==> src/rtl/assert_macros.svh <==
// Assertion macros used by the RTL (ssa_engine). Define ASSERT_OFF to drop them.
`ifndef ASSERT_MACROS_SVH
`define ASSERT_MACROS_SVH

`ifndef ASSERT_OFF

// Property holds at every clock edge outside reset.
`define ASSERT_ALWAYS(lbl, clk, rst, prop, msg) \
   lbl: assert property (@(posedge clk) disable iff (rst) (prop)) else $error(msg);

// Consequent holds on the clock after the antecedent.
`define ASSERT_NEXT(lbl, clk, rst, ante, cons, msg) \
   lbl: assert property (@(posedge clk) disable iff (rst) (ante) |=> (cons)) else $error(msg);

`else

`define ASSERT_ALWAYS(lbl, clk, rst, prop, msg)
`define ASSERT_NEXT(lbl, clk, rst, ante, cons, msg)

`endif

`endif

==> src/rtl/ssa_pkg.sv <==
`timescale 1ns / 1ps

package ssa_pkg;

   localparam int SLOT_W  = 10;
   localparam int COUNT_W = 11;

   localparam logic MODE_ALLOC = 1'b0;
   localparam logic MODE_FREE  = 1'b1;

   localparam logic [COUNT_W-1:0] COUNT_MIN   = 11'd2;
   localparam logic [COUNT_W-1:0] COUNT_RESET = 11'd1024;

   typedef enum logic [1:0] {
      POOL_FULL    = 2'd0,
      POOL_PARTIAL = 2'd1,
      POOL_EMPTY   = 2'd2
   } pool_type;

   typedef enum logic [1:0] {
      ST_OK        = 2'd0,
      ST_EXHAUSTED = 2'd1,
      ST_BAD_FREE  = 2'd2
   } status_type;

   typedef enum logic [1:0] {
      S_IDLE   = 2'd0,
      S_EXEC   = 2'd1,
      S_RELINK = 2'd2
   } state_type;

   // Configuration seen by the engine
   typedef struct packed {
      logic               wr;        // slot_count written this cycle
      logic [COUNT_W-1:0] eff_new;   // clamped value being written
      logic [COUNT_W-1:0] eff_cur;   // clamped value of the register
   } cfg_type;

   // Clamp a slot count into 2 .. cap
   function automatic logic [COUNT_W-1:0] clamp_count(input logic [COUNT_W-1:0] value,
                                                      input logic [COUNT_W-1:0] cap);
      logic [COUNT_W-1:0] n;
      n = value;
      if (n < COUNT_MIN) n = COUNT_MIN;
      if (n > cap) n = cap;
      return n;
   endfunction

endpackage

==> src/rtl/ssa_csr.sv <==
`timescale 1ns / 1ps

module ssa_csr #(
   parameter int MAX_SLOTS = 1024
) (
   input  logic                   clock,
   input  logic                   reset,
   input  logic                   psel,
   input  logic                   penable,
   input  logic                   pwrite,
   input  logic [2:0]             paddr,
   input  logic [31:0]            pwdata,
   output logic [31:0]            prdata,
   output logic                   pready,
   output ssa_pkg::cfg_type       cfg
);

   localparam logic [ssa_pkg::COUNT_W-1:0] SLOT_CAP =
      (MAX_SLOTS < 1024) ? ssa_pkg::COUNT_W'(MAX_SLOTS) : ssa_pkg::COUNT_W'(1024);
   localparam logic ADDR_SLOT_COUNT = 1'b0;

   logic [ssa_pkg::COUNT_W-1:0] slot_count_ff;
   logic [ssa_pkg::COUNT_W-1:0] slot_count_in;
   logic                        wr_hit;

   // Decode a write beat to the slot count register
   assign wr_hit        = psel && penable && pwrite && (paddr[2] == ADDR_SLOT_COUNT);
   assign slot_count_in = pwdata[ssa_pkg::COUNT_W-1:0];

   always_ff @(posedge clock) begin
      if (reset) begin
         slot_count_ff <= ssa_pkg::COUNT_RESET;
      end else if (wr_hit) begin
         slot_count_ff <= slot_count_in;
      end
   end

   assign pready = 1'b1;
   assign prdata = (paddr[2] == ADDR_SLOT_COUNT) ? 32'(slot_count_ff) : 32'd0;

   assign cfg.wr      = wr_hit;
   assign cfg.eff_new = ssa_pkg::clamp_count(slot_count_in, SLOT_CAP);
   assign cfg.eff_cur = ssa_pkg::clamp_count(slot_count_ff, SLOT_CAP);

endmodule

==> config.mk <==
export PLATFORM = sky130hd
export DESIGN_NAME = ssa_csr
export DESIGN_NICKNAME = d
export VERILOG_FILES = /design/src/rtl/assert_macros.svh /design/src/rtl/ssa_pkg.sv /design/src/rtl/ssa_csr.sv
export SDC_FILE = /design/constraint.sdc
export NUM_CORES = 1
export LEC_CHECK = 0
export BUFFER_PORTS_ARGS = -buffer_cell sky130_fd_sc_hd__buf_2
export CELL_PAD_IN_SITES_DETAIL_PLACEMENT = 1
export CELL_PAD_IN_SITES_GLOBAL_PLACEMENT = 2
export CORE_MARGIN = 2
export CORE_UTILIZATION = 14
export CTS_BUF_LIST = sky130_fd_sc_hd__clkbuf_8
export DETAILED_ROUTE_END_ITERATION = 8
export PLACE_DENSITY_LB_ADDON = 0.2
export SLEW_MARGIN = 0
export SYNTH_ARGS = -nofsm -noshare
export SYNTH_HDL_FRONTEND = slang
export SYNTH_SLANG_ARGS = --single-unit
==> constraint.sdc <==
create_clock -name clock -period 1.25 [get_ports clock]
set_input_delay 0.375 -clock clock [delete_from_list [all_inputs] [get_ports clock]]
set_output_delay 0.375 -clock clock [all_outputs]
set_load 0.05 [all_outputs]
* After elaboration in Yosys (flattened, before gate mapping)
Cells that the tools add are included.
Word-level totals: flip-flop bits (word level) 11, input port bits 40, output and inout port bits 56, word-level logic and storage cells 14
Cells by class: $lt $le $gt $ge 4, muxes and demuxes 5, bitwise gates (word level) 1, reduce and logical (&&, ||, !) cells 3
Operator list (number):
- $mux 11 | 5
- $gt 11x11->1 const B | 2
- $lt 11x2->1 const B | 2
- $logic_and 1x1->1 | 3
- $not 1->1 | 1

* Depth between registers and ports, before layout
depth in word-level cells 4, depth in mapped cells 5, mapped depth without buffers 4

* Least setup slack after synthesis
Ideal clock, no wire load.
path kind input to output, from input port pwdata[10], to output port cfg[11] (netlist name), arrival time 1.831 ns, required time 0.875 ns, slack -0.956 ns, stages 2, path buffers 1, cells stage by stage clkbuf_1 > a311oi_1
RTL lines:
- start, declared | line ssa_csr.sv:12 | input logic [31:0] pwdata,
- end, declared | line ssa_csr.sv:15 | output ssa_pkg::cfg_type cfg

==> out/qor.yml <==
synth:
  synth_most_common_cell: "nor2b_1"
  synth_edf_count: 0
  ys_types: 18
  synth_top_area_frac: 0.255
  ys_ff_latch: 11
  synth.avg_cell_area_sq_um: 7.24
  synth_ff_type: "dfxtp_1"
  synthCells: 119
  ys_warn_count: 0
  yosys-top-cells-area: "dfxtp_1 (26%), buf_4 (21%), nor2b_1 (18%), nand2_1 (9.1%), a21oi_1 (7.0%)"
  synth_top_area_cell: "dfxtp_1"
  synth_common_cells: "nor2b_1 (25), buf_4 (24), nand2_1 (21)"
  synth_area_sq_um: 862
  async_reset_ff_frac: 0
  yosysSeqAreaShare: 0.255
worst_setup_path:
  r2r-start: "slot_count_ff[10]"
  worst_r2r_endpoint: "slot_count_ff[10]"
  critPathCaptureType: "primary output"
  rr_worst_depth: 5
  start_kind: "register"
  critPathMaxFanout: 2
  path_class: "register to primary output"
  arrival_ns: 1.37
  ff2ff_setup_slack_ns: 0.20
  required_ns: 0.88
layout:
  fillers: 670
  antenna_cells: 0
  area_growth_pct: 160
  multi_input_area_sq_um: 773
  top_register: "slot_count_ff"
  fin_util: 0.379
  nets: 246
  top_regs: "slot_count_ff: 11 flops"
  seq_area_sq_um: 241
  drive_above_1_share: 0.722
  largest_reg_flops: 11
floorplan:
  die_area_sq_um: 6800
  die_w_microns: 82.5
  ioPinCount: 96
  core_area_sq_um: 5920
  die_height_microns: 82.5
  start_util: 0.146
  rows: 28
global_routing:
  grt_busiest_layer: "met2"
  grt_pass1_vias: 1010
  grt_max_degree: 13
  overflow: 0
  met1_usage: 0.116
  grt_pass1_wl_microns: 4930
  use_met2: 0.167
  grtUsageTotal: 0.0941
  grtUsageMet3: 0.00978
  antenna_found_initial: 0
place:
  io_buffers: 50
  dpl.hpwl_microns: 2710
  pre_cts_ws_ns: -0.474
  gp_congestion: 0.704
power_and_ir_drop:
  power_density_nw_per_um2: 601
  seqPwrFrac: 0.271
  internal_power_mw: 0.823
  ir_worst_vdd_mv: 0.253
  p_leak_nw: 0.993
  p_sw_frac: 0.390
  p_sw_mw: 0.526
  pwr-share-clk: 0.254
  pwr-share-comb: 0.475
timing:
  hold_viol: 0
  skew_ns: 0
  rsz0062_at_grt: "yes"
  setup_viol: 31
  setup_tns_ns: -4.21
  drv_slew: 0
  layout_min_cycle_time_ns: 1.74
  period_share: 1.39
  fmax_mhz: 574
  setup_slack_ns: -0.493
clock_tree:
  cts_buffers: 3
  htree_num_levels: 1
  max-clock-path-buffers: 2
  clock_sinks: 11
  clock_latency_ns: 0.23
  clkTransAtPathRegs_ns: 0.05
  cts_root_buf: "clkbuf_8"
  cts_tree: "done"
  cts_hold_repair.buffers: 0
hold_path:
  hold_path_class: "primary input to register"
  whs_path_depth: 2
  hold_path_end: "slot_count_ff[1]"
  hp-start: "reset"
routing:
  antenna_left: 0
  routed_wl_microns: 3270
  drt_iter0_drc: 8
  drc: 0
  vias_per_cell: 3.49
  avgRoutedWirePerCell_microns: 11.7
  num_vias: 977
  first_pass_iters: 4
outcome:
  violations: "negative setup slack"
  status: "complete, but fails checks"
flow_run:
  max_cap_violations: 0
## stage by stage
stage / hold slack (ns) / cells / total power [mW] / instance area, sq um
after floorplan: 0.457 / 139 / 0.805 / 1240
after global placement: 0.488 / 263 / 0.886 / 1600
after detailed placement: 0.492 / 263 / 0.893 / 1600
after CTS: 0.439 / 270 / 1.34 / 2080
after global routing: 0.455 / 280 / 1.42 / 2240
final: 0.440 / 280 / 1.35 / 2240
## critical path, stage by stage (launching register included)
cell and delay [ns]:
dfxtp_2 0.33, nor4_4 0.29, nand2_2 0.12, o211a_4 0.25, buf_6 0.15
## area by class of cell
cell class | count | share of cell area
clock buffer | 3 | 0.0184
tap | 75 | 0.0418
timing repair buffer | 93 | 0.475
inverter | 5 | 0.0111
sequential | 11 | 0.108
multi-input combinational | 92 | 0.344
clock inverter | 1 | 0.00167
## worst max-delay path by stage
stage / from / to / slack [ns] / cells after the start
after floorplan: pwdata[5] / cfg[12] / -0.25 / 3
after global placement: pwdata[5] / cfg[12] / -0.44 / 5
after detailed placement: pwdata[5] / cfg[12] / -0.47 / 5
after CTS: slot_count_ff[5] / cfg[0] / -0.57 / 4
after global routing: slot_count_ff[5] / cfg[0] / -0.56 / 4
final: slot_count_ff[5] / cfg[0] / -0.49 / 4
## per-layer routing
| layer | part of all wire | wire length, microns | vias to the layer above |
|---|---|---|---|
| met5 | 0 | 0 | - |
| met1 | 0.41 | 1340 | 424 |
| met3 | 0.061 | 199 | 4 |
| met2 | 0.52 | 1690 | 47 |
| met4 | 0.011 | 35 | 0 |
| li1 | - | - | 502 |
## kinds of logic after synthesis
group / synth area share
AOI/OAI and AO/OA: 0.102
buffers and inverters: 0.273
DFF: 0.255
other: 0.00871
and+or+nand+nor: 0.361
## repair_timing
action	in CTS	in global routing
pin swaps	6	3
resized for setup	126	21
setup endpoints to repair	33	33
cloned	1	1
buffers inserted	3	11
## power groups by stage
stage	Clock [mW]	Combinational, mW	Sequential (mW)
finish	0.343	0.641	0.366
global placement	0	0.513	0.373
detailed placement	0	0.520	0.373
CTS	0.351	0.623	0.366
global route	0.378	0.672	0.367
floorplan	0	0.432	0.373
## cells in the final DEF (no fill, tap or decap), types with 2 or more instances in the layout
cell type   n
conb_1     22
dfxtp_2     8
buf_4      24
nand2_1    20
inv_4       2
a21oi_1    10
buf_2       7
nor2b_4    25
buf_6      34
nor2_4      3
nor4_4      3
dfxtp_4     3
inv_1       3
clkbuf_8    3
buf_12      5
buf_8      21
(Power assumes the default switching activity.)
