<file path="src/rtl/assert_macros.svh">
// Assertion macros used by the RTL (ssa_engine). Define ASSERT_OFF to drop them.
`ifndef ASSERT_MACROS_SVH
`define ASSERT_MACROS_SVH

`ifndef ASSERT_OFF

// Property holds at every clock edge outside reset.
`define ASSERT_ALWAYS(lbl, clk, rst, prop, msg) \
   lbl: assert property (@(posedge clk) disable iff (rst) (prop)) else $error(msg);

// Consequent holds on the clock after the antecedent.
`define ASSERT_NEXT(lbl, clk, rst, ante, cons, msg) \
   lbl: assert property (@(posedge clk) disable iff (rst) (ante) |=> (cons)) else $error(msg);

`else

`define ASSERT_ALWAYS(lbl, clk, rst, prop, msg)
`define ASSERT_NEXT(lbl, clk, rst, ante, cons, msg)

`endif

`endif

</file>
<file path="src/rtl/ssa_pkg.sv">
`timescale 1ns / 1ps

package ssa_pkg;

   localparam int SLOT_W  = 10;
   localparam int COUNT_W = 11;

   localparam logic MODE_ALLOC = 1'b0;
   localparam logic MODE_FREE  = 1'b1;

   localparam logic [COUNT_W-1:0] COUNT_MIN   = 11'd2;
   localparam logic [COUNT_W-1:0] COUNT_RESET = 11'd1024;

   typedef enum logic [1:0] {
      POOL_FULL    = 2'd0,
      POOL_PARTIAL = 2'd1,
      POOL_EMPTY   = 2'd2
   } pool_type;

   typedef enum logic [1:0] {
      ST_OK        = 2'd0,
      ST_EXHAUSTED = 2'd1,
      ST_BAD_FREE  = 2'd2
   } status_type;

   typedef enum logic [1:0] {
      S_IDLE   = 2'd0,
      S_EXEC   = 2'd1,
      S_RELINK = 2'd2
   } state_type;

   // Configuration seen by the engine
   typedef struct packed {
      logic               wr;        // slot_count written this cycle
      logic [COUNT_W-1:0] eff_new;   // clamped value being written
      logic [COUNT_W-1:0] eff_cur;   // clamped value of the register
   } cfg_type;

   // Clamp a slot count into 2 .. cap
   function automatic logic [COUNT_W-1:0] clamp_count(input logic [COUNT_W-1:0] value,
                                                      input logic [COUNT_W-1:0] cap);
      logic [COUNT_W-1:0] n;
      n = value;
      if (n < COUNT_MIN) n = COUNT_MIN;
      if (n > cap) n = cap;
      return n;
   endfunction

endpackage

</file>
<file path="src/rtl/ssa_if.sv">
`timescale 1ns / 1ps

interface ssa_req_if;
   logic                        valid;
   logic                        ready;
   logic                        mode;
   logic [ssa_pkg::SLOT_W-1:0]  slot_in;

   modport source (output valid, output mode, output slot_in, input ready);
   modport sink   (input valid, input mode, input slot_in, output ready);
endinterface

interface ssa_rsp_if;
   logic                        valid;
   logic                        ready;
   logic [ssa_pkg::SLOT_W-1:0]  slot_out;
   logic [1:0]                  status;
   logic [ssa_pkg::COUNT_W-1:0] free_slots;
   logic [1:0]                  pool_state;

   modport source (output valid, output slot_out, output status, output free_slots,
                   output pool_state, input ready);
   modport sink   (input valid, input slot_out, input status, input free_slots,
                   input pool_state, output ready);
endinterface

</file>
<file path="src/rtl/ssa_engine.sv">
`timescale 1ns / 1ps
`include "assert_macros.svh"

module ssa_engine #(
   parameter int MAX_SLOTS = 1024
) (
   input  logic                  clock,
   input  logic                  reset,
   ssa_req_if.sink               req_bus,
   ssa_rsp_if.source             rsp_bus,
   input  ssa_pkg::cfg_type      cfg,
   output logic                  mem_wr_en,
   output logic [((MAX_SLOTS > 1) ? $clog2(MAX_SLOTS) : 1)-1:0] mem_wr_addr,
   output logic [ssa_pkg::SLOT_W-1:0] mem_wr_data,
   output logic                  mem_rd_en,
   output logic [((MAX_SLOTS > 1) ? $clog2(MAX_SLOTS) : 1)-1:0] mem_rd_addr,
   input  logic [ssa_pkg::SLOT_W-1:0] mem_rd_data
);

   localparam int AW = (MAX_SLOTS > 1) ? $clog2(MAX_SLOTS) : 1;
   localparam int SW = ssa_pkg::SLOT_W;
   localparam int CW = ssa_pkg::COUNT_W;
   // Clamped slot count that the register holds right after reset
   localparam logic [CW-1:0] RESET_COUNT = (MAX_SLOTS < int'(ssa_pkg::COUNT_RESET)) ?
      CW'(MAX_SLOTS) : ssa_pkg::COUNT_RESET;

   ssa_pkg::state_type  state_ff, state_in;
   ssa_pkg::pool_type   pool_ff, pool_in;
   ssa_pkg::status_type status_in;

   logic          mode_ff;
   logic [SW-1:0] slot_ff;
   logic [SW-1:0] head_ff, head_in;
   logic [CW-1:0] free_ff, free_in;
   logic [CW-1:0] latched_ff, latched_in;
   logic [CW-1:0] ptr_ff;
   logic [CW-1:0] ptr_next;
   logic [CW-1:0] free_inc;
   logic [SW-1:0] got_in;
   logic          push_ok;
   logic          relink_last;

   logic          rsp_valid_ff;
   logic [SW-1:0] rsp_slot_ff;
   logic [1:0]    rsp_status_ff;
   logic [CW-1:0] rsp_free_ff;
   logic [1:0]    rsp_pool_ff;

   logic          accept;
   logic          commit;
   logic          relink_wr;

   assign accept      = req_bus.valid && req_bus.ready;
   assign ptr_next    = ptr_ff + CW'(1);
   assign relink_last = (ptr_next == latched_ff);
   assign free_inc    = free_ff + CW'(1);

   // Next state
   always_comb begin
      state_in = state_ff;
      case (state_ff)
         ssa_pkg::S_IDLE: begin
            if (accept) state_in = ssa_pkg::S_EXEC;
         end
         ssa_pkg::S_EXEC: begin
            if (mode_ff == ssa_pkg::MODE_ALLOC && pool_ff == ssa_pkg::POOL_EMPTY) begin
               state_in = ssa_pkg::S_RELINK;
            end else begin
               state_in = ssa_pkg::S_IDLE;
            end
         end
         ssa_pkg::S_RELINK: begin
            if (relink_last) state_in = ssa_pkg::S_IDLE;
         end
         default: state_in = ssa_pkg::S_IDLE;
      endcase
   end

   // State outputs
   always_comb begin
      req_bus.ready = 1'b0;
      commit        = 1'b0;
      relink_wr     = 1'b0;
      case (state_ff)
         ssa_pkg::S_IDLE:   req_bus.ready = !rsp_valid_ff || rsp_bus.ready;
         ssa_pkg::S_EXEC:   commit        = 1'b1;
         ssa_pkg::S_RELINK: relink_wr     = 1'b1;
         default: ;
      endcase
   end

   // Fetch the head's link on accept; data lands in time for the commit
   assign mem_rd_en   = accept;
   assign mem_rd_addr = AW'(head_ff);

   // Work out one item from the pool state and the fetched link
   always_comb begin
      head_in    = head_ff;
      free_in    = free_ff;
      pool_in    = pool_ff;
      latched_in = latched_ff;
      status_in  = ssa_pkg::ST_OK;
      got_in     = '0;
      push_ok    = 1'b0;
      if (mode_ff == ssa_pkg::MODE_ALLOC) begin
         if (pool_ff == ssa_pkg::POOL_EMPTY) begin
            latched_in = cfg.eff_cur;
            head_in    = SW'(1);
            free_in    = cfg.eff_cur - CW'(1);
            pool_in    = ssa_pkg::POOL_PARTIAL;
         end else if (pool_ff == ssa_pkg::POOL_PARTIAL && free_ff != '0) begin
            got_in  = head_ff;
            head_in = mem_rd_data;
            free_in = free_ff - CW'(1);
            if (free_ff == CW'(1)) pool_in = ssa_pkg::POOL_FULL;
         end else begin
            status_in = ssa_pkg::ST_EXHAUSTED;
         end
      end else begin
         if (pool_ff == ssa_pkg::POOL_EMPTY || {1'b0, slot_ff} >= latched_ff) begin
            status_in = ssa_pkg::ST_BAD_FREE;
         end else begin
            push_ok = 1'b1;
            head_in = slot_ff;
            free_in = free_inc;
            if (pool_ff == ssa_pkg::POOL_FULL) pool_in = ssa_pkg::POOL_PARTIAL;
            if (free_inc >= latched_ff) begin
               free_in = latched_ff;
               pool_in = ssa_pkg::POOL_EMPTY;
            end
         end
      end
   end

   // Link writes: push on free, chain sweep on relink
   always_comb begin
      mem_wr_en   = 1'b0;
      mem_wr_addr = AW'(slot_ff);
      mem_wr_data = head_ff;
      if (commit && push_ok) begin
         mem_wr_en = 1'b1;
      end else if (relink_wr) begin
         mem_wr_en   = 1'b1;
         mem_wr_addr = AW'(ptr_ff);
         mem_wr_data = relink_last ? '0 : ptr_next[SW-1:0];
      end
   end

   // Control and pool registers
   always_ff @(posedge clock) begin
      if (reset) begin
         state_ff   <= ssa_pkg::S_IDLE;
         pool_ff    <= ssa_pkg::POOL_EMPTY;
         head_ff    <= '0;
         latched_ff <= RESET_COUNT;
         free_ff    <= RESET_COUNT;
         ptr_ff     <= CW'(1);
      end else begin
         state_ff <= state_in;
         if (commit) begin
            pool_ff    <= pool_in;
            head_ff    <= head_in;
            free_ff    <= free_in;
            latched_ff <= latched_in;
            ptr_ff     <= CW'(1);
         end else begin
            if (relink_wr) ptr_ff <= ptr_next;
            if (cfg.wr && pool_ff == ssa_pkg::POOL_EMPTY) begin
               latched_ff <= cfg.eff_new;
               free_ff    <= cfg.eff_new;
            end
         end
      end
   end

   // Hold the accepted beat
   always_ff @(posedge clock) begin
      if (accept) begin
         mode_ff <= req_bus.mode;
         slot_ff <= req_bus.slot_in;
      end
   end

   // Result register
   always_ff @(posedge clock) begin
      if (reset) begin
         rsp_valid_ff <= 1'b0;
      end else if (commit) begin
         rsp_valid_ff <= 1'b1;
      end else if (rsp_bus.ready) begin
         rsp_valid_ff <= 1'b0;
      end
   end

   always_ff @(posedge clock) begin
      if (commit) begin
         rsp_slot_ff   <= got_in;
         rsp_status_ff <= status_in;
         rsp_free_ff   <= free_in;
         rsp_pool_ff   <= pool_in;
      end
   end

   assign rsp_bus.valid      = rsp_valid_ff;
   assign rsp_bus.slot_out   = rsp_slot_ff;
   assign rsp_bus.status     = rsp_status_ff;
   assign rsp_bus.free_slots = rsp_free_ff;
   assign rsp_bus.pool_state = rsp_pool_ff;

   `ASSERT_ALWAYS(a_free_le_latched, clock, reset, free_ff <= latched_ff, "free count above slot count")
   `ASSERT_ALWAYS(a_empty_all_free, clock, reset, pool_ff != ssa_pkg::POOL_EMPTY || free_ff == latched_ff, "empty pool with slots in use")
   `ASSERT_ALWAYS(a_full_none_free, clock, reset, pool_ff != ssa_pkg::POOL_FULL || free_ff == '0, "full pool with free slots")
   `ASSERT_ALWAYS(a_relink_in_range, clock, reset, state_ff != ssa_pkg::S_RELINK || (ptr_ff != '0 && ptr_ff < latched_ff), "relink pointer out of range")
   `ASSERT_NEXT(a_accept_commits, clock, reset, accept, state_ff == ssa_pkg::S_EXEC && !req_bus.ready, "accepted beat not committed next cycle")

endmodule

</file>
<file path="src/flat_wrapper.sv">
// flat-port wrapper written by rule: the top's interface ports become plain ports
module ssa_engine_flat 
#(
   parameter int MAX_SLOTS = 1024
)
  (clock, reset, cfg, mem_wr_en, mem_wr_addr, mem_wr_data, mem_rd_en, mem_rd_addr, mem_rd_data, req_bus_valid, req_bus_mode, req_bus_slot_in, req_bus_ready, rsp_bus_valid, rsp_bus_slot_out, rsp_bus_status, rsp_bus_free_slots, rsp_bus_pool_state, rsp_bus_ready);
  ssa_req_if req_bus_i ();
  ssa_rsp_if rsp_bus_i ();
  input  logic clock;
  input  logic reset;
  input  ssa_pkg::cfg_type cfg;
  output logic mem_wr_en;
  output logic [((MAX_SLOTS > 1) ? $clog2(MAX_SLOTS) : 1)-1:0] mem_wr_addr;
  output logic [ssa_pkg::SLOT_W-1:0] mem_wr_data;
  output logic mem_rd_en;
  output logic [((MAX_SLOTS > 1) ? $clog2(MAX_SLOTS) : 1)-1:0] mem_rd_addr;
  input  logic [ssa_pkg::SLOT_W-1:0] mem_rd_data;
  input wire logic [$bits(req_bus_i.valid)-1:0] req_bus_valid;
  input wire logic [$bits(req_bus_i.mode)-1:0] req_bus_mode;
  input wire logic [$bits(req_bus_i.slot_in)-1:0] req_bus_slot_in;
  output wire logic [$bits(req_bus_i.ready)-1:0] req_bus_ready;
  output wire logic [$bits(rsp_bus_i.valid)-1:0] rsp_bus_valid;
  output wire logic [$bits(rsp_bus_i.slot_out)-1:0] rsp_bus_slot_out;
  output wire logic [$bits(rsp_bus_i.status)-1:0] rsp_bus_status;
  output wire logic [$bits(rsp_bus_i.free_slots)-1:0] rsp_bus_free_slots;
  output wire logic [$bits(rsp_bus_i.pool_state)-1:0] rsp_bus_pool_state;
  input wire logic [$bits(rsp_bus_i.ready)-1:0] rsp_bus_ready;
  assign req_bus_i.valid = req_bus_valid;
  assign req_bus_i.mode = req_bus_mode;
  assign req_bus_i.slot_in = req_bus_slot_in;
  assign req_bus_ready = req_bus_i.ready;
  assign rsp_bus_valid = rsp_bus_i.valid;
  assign rsp_bus_slot_out = rsp_bus_i.slot_out;
  assign rsp_bus_status = rsp_bus_i.status;
  assign rsp_bus_free_slots = rsp_bus_i.free_slots;
  assign rsp_bus_pool_state = rsp_bus_i.pool_state;
  assign rsp_bus_i.ready = rsp_bus_ready;
  ssa_engine #(.MAX_SLOTS(MAX_SLOTS)) u_core (.clock(clock), .reset(reset), .req_bus(req_bus_i), .rsp_bus(rsp_bus_i), .cfg(cfg), .mem_wr_en(mem_wr_en), .mem_wr_addr(mem_wr_addr), .mem_wr_data(mem_wr_data), .mem_rd_en(mem_rd_en), .mem_rd_addr(mem_rd_addr), .mem_rd_data(mem_rd_data));
endmodule
</file>
<file path="config.mk">
export PLATFORM = sky130hd
export DESIGN_NAME = ssa_engine_flat
export DESIGN_NICKNAME = d
export VERILOG_FILES = /design/src/rtl/ssa_pkg.sv /design/src/rtl/ssa_if.sv /design/src/rtl/ssa_engine.sv /design/src/flat_wrapper.sv
export VERILOG_INCLUDE_DIRS = /design/src /design/src/rtl
export SDC_FILE = /design/constraint.sdc
export NUM_CORES = 1
export LEC_CHECK = 0
export BUFFER_PORTS_ARGS = -buffer_cell sky130_fd_sc_hd__buf_2
export CORE_MARGIN = 5
export CORE_UTILIZATION = 40
export CTS_CLUSTER_DIAMETER = 30
export DETAILED_ROUTE_END_ITERATION = 7
export PLACE_DENSITY = 0.6
export SLEW_MARGIN = 5
export SYNTH_ARGS = -nofsm -noshare
export SYNTH_HDL_FRONTEND = slang
export SYNTH_SLANG_ARGS = --single-unit
</file>
<file path="constraint.sdc">
create_clock -name clock -period 5.3 [get_ports clock]
set_clock_uncertainty 0.05 [all_clocks]
set_input_delay 0.795 -clock clock [delete_from_list [all_inputs] [get_ports clock]]
set_output_delay 0.795 -clock clock [all_outputs]
set_load 0.01 [all_outputs]
</file>
* Word level (Yosys, flattened, before mapping)
Index checks and enable logic that the tools add are counted.
** Cells by class
- Reductions and logical operators :: 19
- Bitwise logic cells :: 2
- Muxes and demuxes :: 43
- $lt $le $gt $ge :: 2
- Equal/unequal tests :: 11
- Add/sub/neg operators :: 4
** Operators by type and width (number)
- $mux 11 :: 10
- $mux 10 :: 9
- $mux 2 :: 13
- $add 11x1->11 const B :: 2
- $sub 11x1->11 const B :: 2
- $eq 11x1->1 const B :: 1
- $eq 11x11->1 :: 1
- $ge 10x11->1 :: 1
- $ge 11x11->1 :: 1
- $reduce_bool 11->1 :: 1
- $mux 1 :: 10
- $ne 2x2->1 const B :: 4
- $pmux 2 s3 :: 1
- $reduce_and 3->1 :: 2
- $logic_and 1x1->1 :: 5
- $eq 2x1->1 const B :: 2
- $eq 2x2->1 const B :: 2
- $logic_not 2->1 :: 2
- $reduce_bool 2->1 :: 2
- $reduce_bool 3->1 :: 1
- $reduce_or 3->1 :: 1
- $logic_or 1x1->1 :: 2
- $ne 2x1->1 const B :: 1
- $not 1->1 :: 2
- 3 further kinds :: 3
** Storage, ports and cells
- Output and inout port bits :: 59
- Logic and storage cells :: 94
- Bits in registers :: 84
- Input bits :: 48

* Longest topological paths before layout
- Depth after elaboration :: 6
- Gate-level depth with buffers :: 14
- Gate-level depth less buffers :: 12

* Worst setup path before layout
No wires, ideal clock.
- Path type :: register -> output
- Start point :: register u_core.latched_ff[6]
- End point :: output port mem_wr_en
- Slack :: 2217 ps
- Data required time :: 4455 ps
- Arrival :: 2238 ps
- Buffers on the path :: 1
- Stages on the path, launching flop included :: 10
- Cell sequence :: dfxtp_1 -> inv_1 -> ha_1 -> a21oi_1 -> o21ai_0 -> a21oi_1 -> o21ai_1 -> or3_1 -> clkbuf_1 -> o21ai_0
** Between the ends
- Cells in the longest elaborated chain, start to end :: 6
** RTL lines
- start, declared :: line ssa_engine.sv:35 : logic [CW-1:0] latched_ff, latched_in;
- start signal, assigned :: line ssa_engine.sv:164 : latched_ff <= latched_in;
- start signal, assigned :: line ssa_engine.sv:169 : latched_ff <= cfg.eff_new;
- $ge 10x11->1 :: line ssa_engine.sv:120 : if (pool_ff == ssa_pkg::POOL_EMPTY || {1'b0, slot_ff} >= latched_ff) begin
- $logic_or 1x1->1 :: line ssa_engine.sv:120
- $mux 1 :: line ssa_engine.sv:120
- $mux 1 :: line ssa_engine.sv:105 : if (mode_ff == ssa_pkg::MODE_ALLOC) begin
- $logic_and 1x1->1 :: line ssa_engine.sv:140 : if (commit && push_ok) begin
- $mux 1 :: line ssa_engine.sv:140
- end, declared :: line flat_wrapper.sv:12 : output logic mem_wr_en;
Every way passes these cells.

* Final worst setup path
Same ends and word-level chain as after synthesis.

==> results_dict.tcl <==
set metrics [dict create \
    dr.first_iter.drc_count 440 \
    synth_compound_area_share_pct 18.9 \
    reg2reg_from "u_core.free_ff[2]" \
    cts_buffers 9 \
    clk_latency_ns 0.36 \
    ys_seq_area_share_pct 36.9 \
    regToRegSetupSlack_ns 1.79 \
    p_per_area_nw_per_um2 304 \
    post-dp-hpwl_um 14000 \
    synth_ff_type "dfxtp_1" \
    vdd_ir_drop_max_uv 137 \
    antenna_found_initial 0 \
    clk_pin_slew_worst_paths_ns 0.07 \
    synthMuxAreaShare_pct 1.45 \
    post_cts_buffers 0 \
    overflow 0 \
    dpl_worst_slack_ns 1.70 \
    clk_path_buf_depth 2 \
    nets 818 \
    via_count 5242 \
    hold_buffers 0 \
    synth-warning-count 0 \
    period_minus_slack_ns 4.00 \
    fin_crit_sh_pct 75.4 \
    ant_nets 0 \
    rsz0062_at_grt "no" \
    arrival_ns 3.15 \
    synth_top_family_by_area "simple AND/OR/NAND/NOR gates" \
    hold_class "flop to flop" \
    syn_to_final_growth_pct 16.9 \
    io_buffers 106 \
    synthAdderAreaFrac_pct 5.88 \
    leakage_nw 2.65 \
    syn_area_um2 5530 \
    finalWorstSetupSlack_ns 1.30 \
    die_w_um 128 \
    synth_top_area_share_pct 19.5 \
    total_power_mw 1.97 \
    postLayoutCoreUtil_pct 47.1 \
    wl_um 18500 \
    grt_pass1_vias 4960 \
    wl_per_cell_um 19.9 \
    track_usage_pct 22.4 \
    worst_pin_slew_ns 1.04 \
    drive_gt1_share_pct 19.1 \
    final_cell_mix "nand2_1 (120), buf_2 (106), nor2_1 (59), dfxtp_1 (48), edfxtp_1 (36)" \
    worstSetupPathType "flop to output port" \
    place_congestion 0.954 \
    finalHoldViolCount 0 \
    synth-edff-count 36 \
    fill_cells 1370 \
    path_max_fanout 13 \
    drv_slew 0 \
    async_reset_ff_share_pct 0 \
    outcome "completed" \
    cp_data_required_time_ns 4.45 \
    synth_largest_area_cell "edfxtp_1" \
    chipHeight_um 128 \
    ctsHtreeMaxLevel 3 \
    min_to "u_core.ptr_ff[1]" \
    min_from "u_core.ptr_ff[1]" \
    r2r_end "u_core.free_ff[1]" \
    r2r_cells 11 \
    start_util_pct 40.3 \
    grt_first_pass_wirelength_um 28200 \
    holdPathStages 2 \
    cp-start-kind "flop" \
    synthSimpleGateAreaFrac_pct 24.3 \
    synth-seq-cells 84 \
    grt_max_degree 49 \
    syn_avg_cell_area_um2 8.29 \
    synthDistinctLibCells 64 \
    final_common_cell "nand2_1" \
    drc 0 \
    drtPass1Iterations 5 \
    ios 107 \
    setup_viol_count_final 0 \
    viasPerCell 5.64 \
    yosys-top-cells-area "edfxtp_1 (20%), dfxtp_1 (17%), nand2_1 (8.1%), ha_1 (5.9%), nor2_1 (4.0%)" \
    dieArea_um2 16300 \
    max_freq_mhz 250 \
    relSlewSlack_pct 30.3 \
    clock_sinks 84 \
    root_buffer "clkbuf_16" \
    critPathCaptureType "output port" \
    n_antenna_cell 0 \
    maxCapViolations 0 \
    cts_tree "yes" \
    setup_tns_ns 0 \
    core_area_um2 13700 \
    syn_nets 741 \
    cts_resized 0 \
    rows 43 \
    synth-xor-area-share_pct 7.42 \
    synthCells 667 \
]
==> worst max-delay path by stage <==
| stage | from | depth (start not counted) | slack, ns | end |
|---|---|---|---|---|
| after floorplan | u_core.latched_ff[6] | 9 | 2.22 | mem_wr_en |
| after detailed placement | u_core.latched_ff[6] | 9 | 1.70 | mem_wr_en |
| after global placement | u_core.ptr_ff[0] | 9 | 1.70 | mem_wr_data[8] |
| after CTS | u_core.latched_ff[6] | 9 | 1.31 | mem_wr_en |
| final | u_core.latched_ff[6] | 9 | 1.30 | mem_wr_en |
| after global routing | u_core.latched_ff[6] | 9 | 1.10 | mem_wr_en |
==> routing by layer <==
layer  GRT usage (%)  wire [um]
met2            33.3       8100
met5               0          0
met4            7.87        420
met3            3.26       1310
met1            33.2       8640
==> synth_stat cells (11+ instances only) <==
library cell / count
a21oi_1: 23
xnor2_1: 25
nand3_1: 15
a311oi_1: 12
inv_1: 23
a31oi_1: 11
ha_1: 26
edfxtp_1: 36
dfxtp_1: 48
o21ai_0: 31
nand2_1: 120
nor3_1: 16
clkbuf_1: 40
nor2_1: 59
xor2_1: 20
and2_1: 13
==> state kept, by name, summed over array words and instances, names as in the netlist <==
| register | flops |
|---|---|
| u_core.state_ff | 2 |
| u_core.rsp_bus.pool_state | 2 |
| u_core.pool_ff | 2 |
| u_core.rsp_bus.free_slots | 11 |
| u_core.rsp_bus.valid | 1 |
| u_core.rsp_bus.slot_out | 10 |
| u_core.slot_ff | 10 |
| u_core.free_ff | 11 |
| u_core.rsp_bus.status | 2 |
| u_core.latched_ff | 11 |
| u_core.mode_ff | 1 |
| u_core.ptr_ff | 11 |
| u_core.mem_rd_addr | 10 |
==> worst max-delay path, stage by stage, from the launching register on <==
cell and delay (ns):
dfxtp_1 0.48, inv_1 0.14, ha_1 0.33, a21oi_1 0.14, o21ai_0 0.11, a21oi_1 0.28
o21ai_1 0.23, or3_1 0.64, o21ai_0 0.27, buf_2 0.17
==> layout make-up <==
type | count | area (um2) | share of cell area, %
multi-input combinational | 514 | 3210 | 49.7
clock buffer | 9 | 225 | 3.48
clock inverter | 7 | 104 | 1.61
inverter | 24 | 90.1 | 1.39
tap | 180 | 225 | 3.48
timing repair buffer | 111 | 568 | 8.79
sequential | 84 | 2040 | 31.6
==> per-stage QoR <==
step | hold WS [ns] | std cells | area (um2)
floorplan | 0.429 | 667 | 5530
global placement | 0.461 | 913 | 6130
detailed placement | 0.459 | 913 | 6130
CTS | 0.469 | 929 | 6460
global route | 0.509 | 929 | 6460
finish | 0.472 | 929 | 6460
==> report_power, final <==
group          internal (mW)  switching (mW)  leakage [nW]
Clock                  0.421           0.290         0.161
Sequential             0.725          0.0633         0.730
Combinational          0.175           0.291          1.76
==> kinds of logic after synthesis <==
logic type | after synthesis
AND/OR/NAND/NOR | 283
AO/OA/AOI/OAI | 151
adder cells (fa/ha/maj) | 26
flip-flops | 84
buffers and inverters | 69
XOR/XNOR | 46
multiplexers | 8
(Power assumes the default switching activity.)
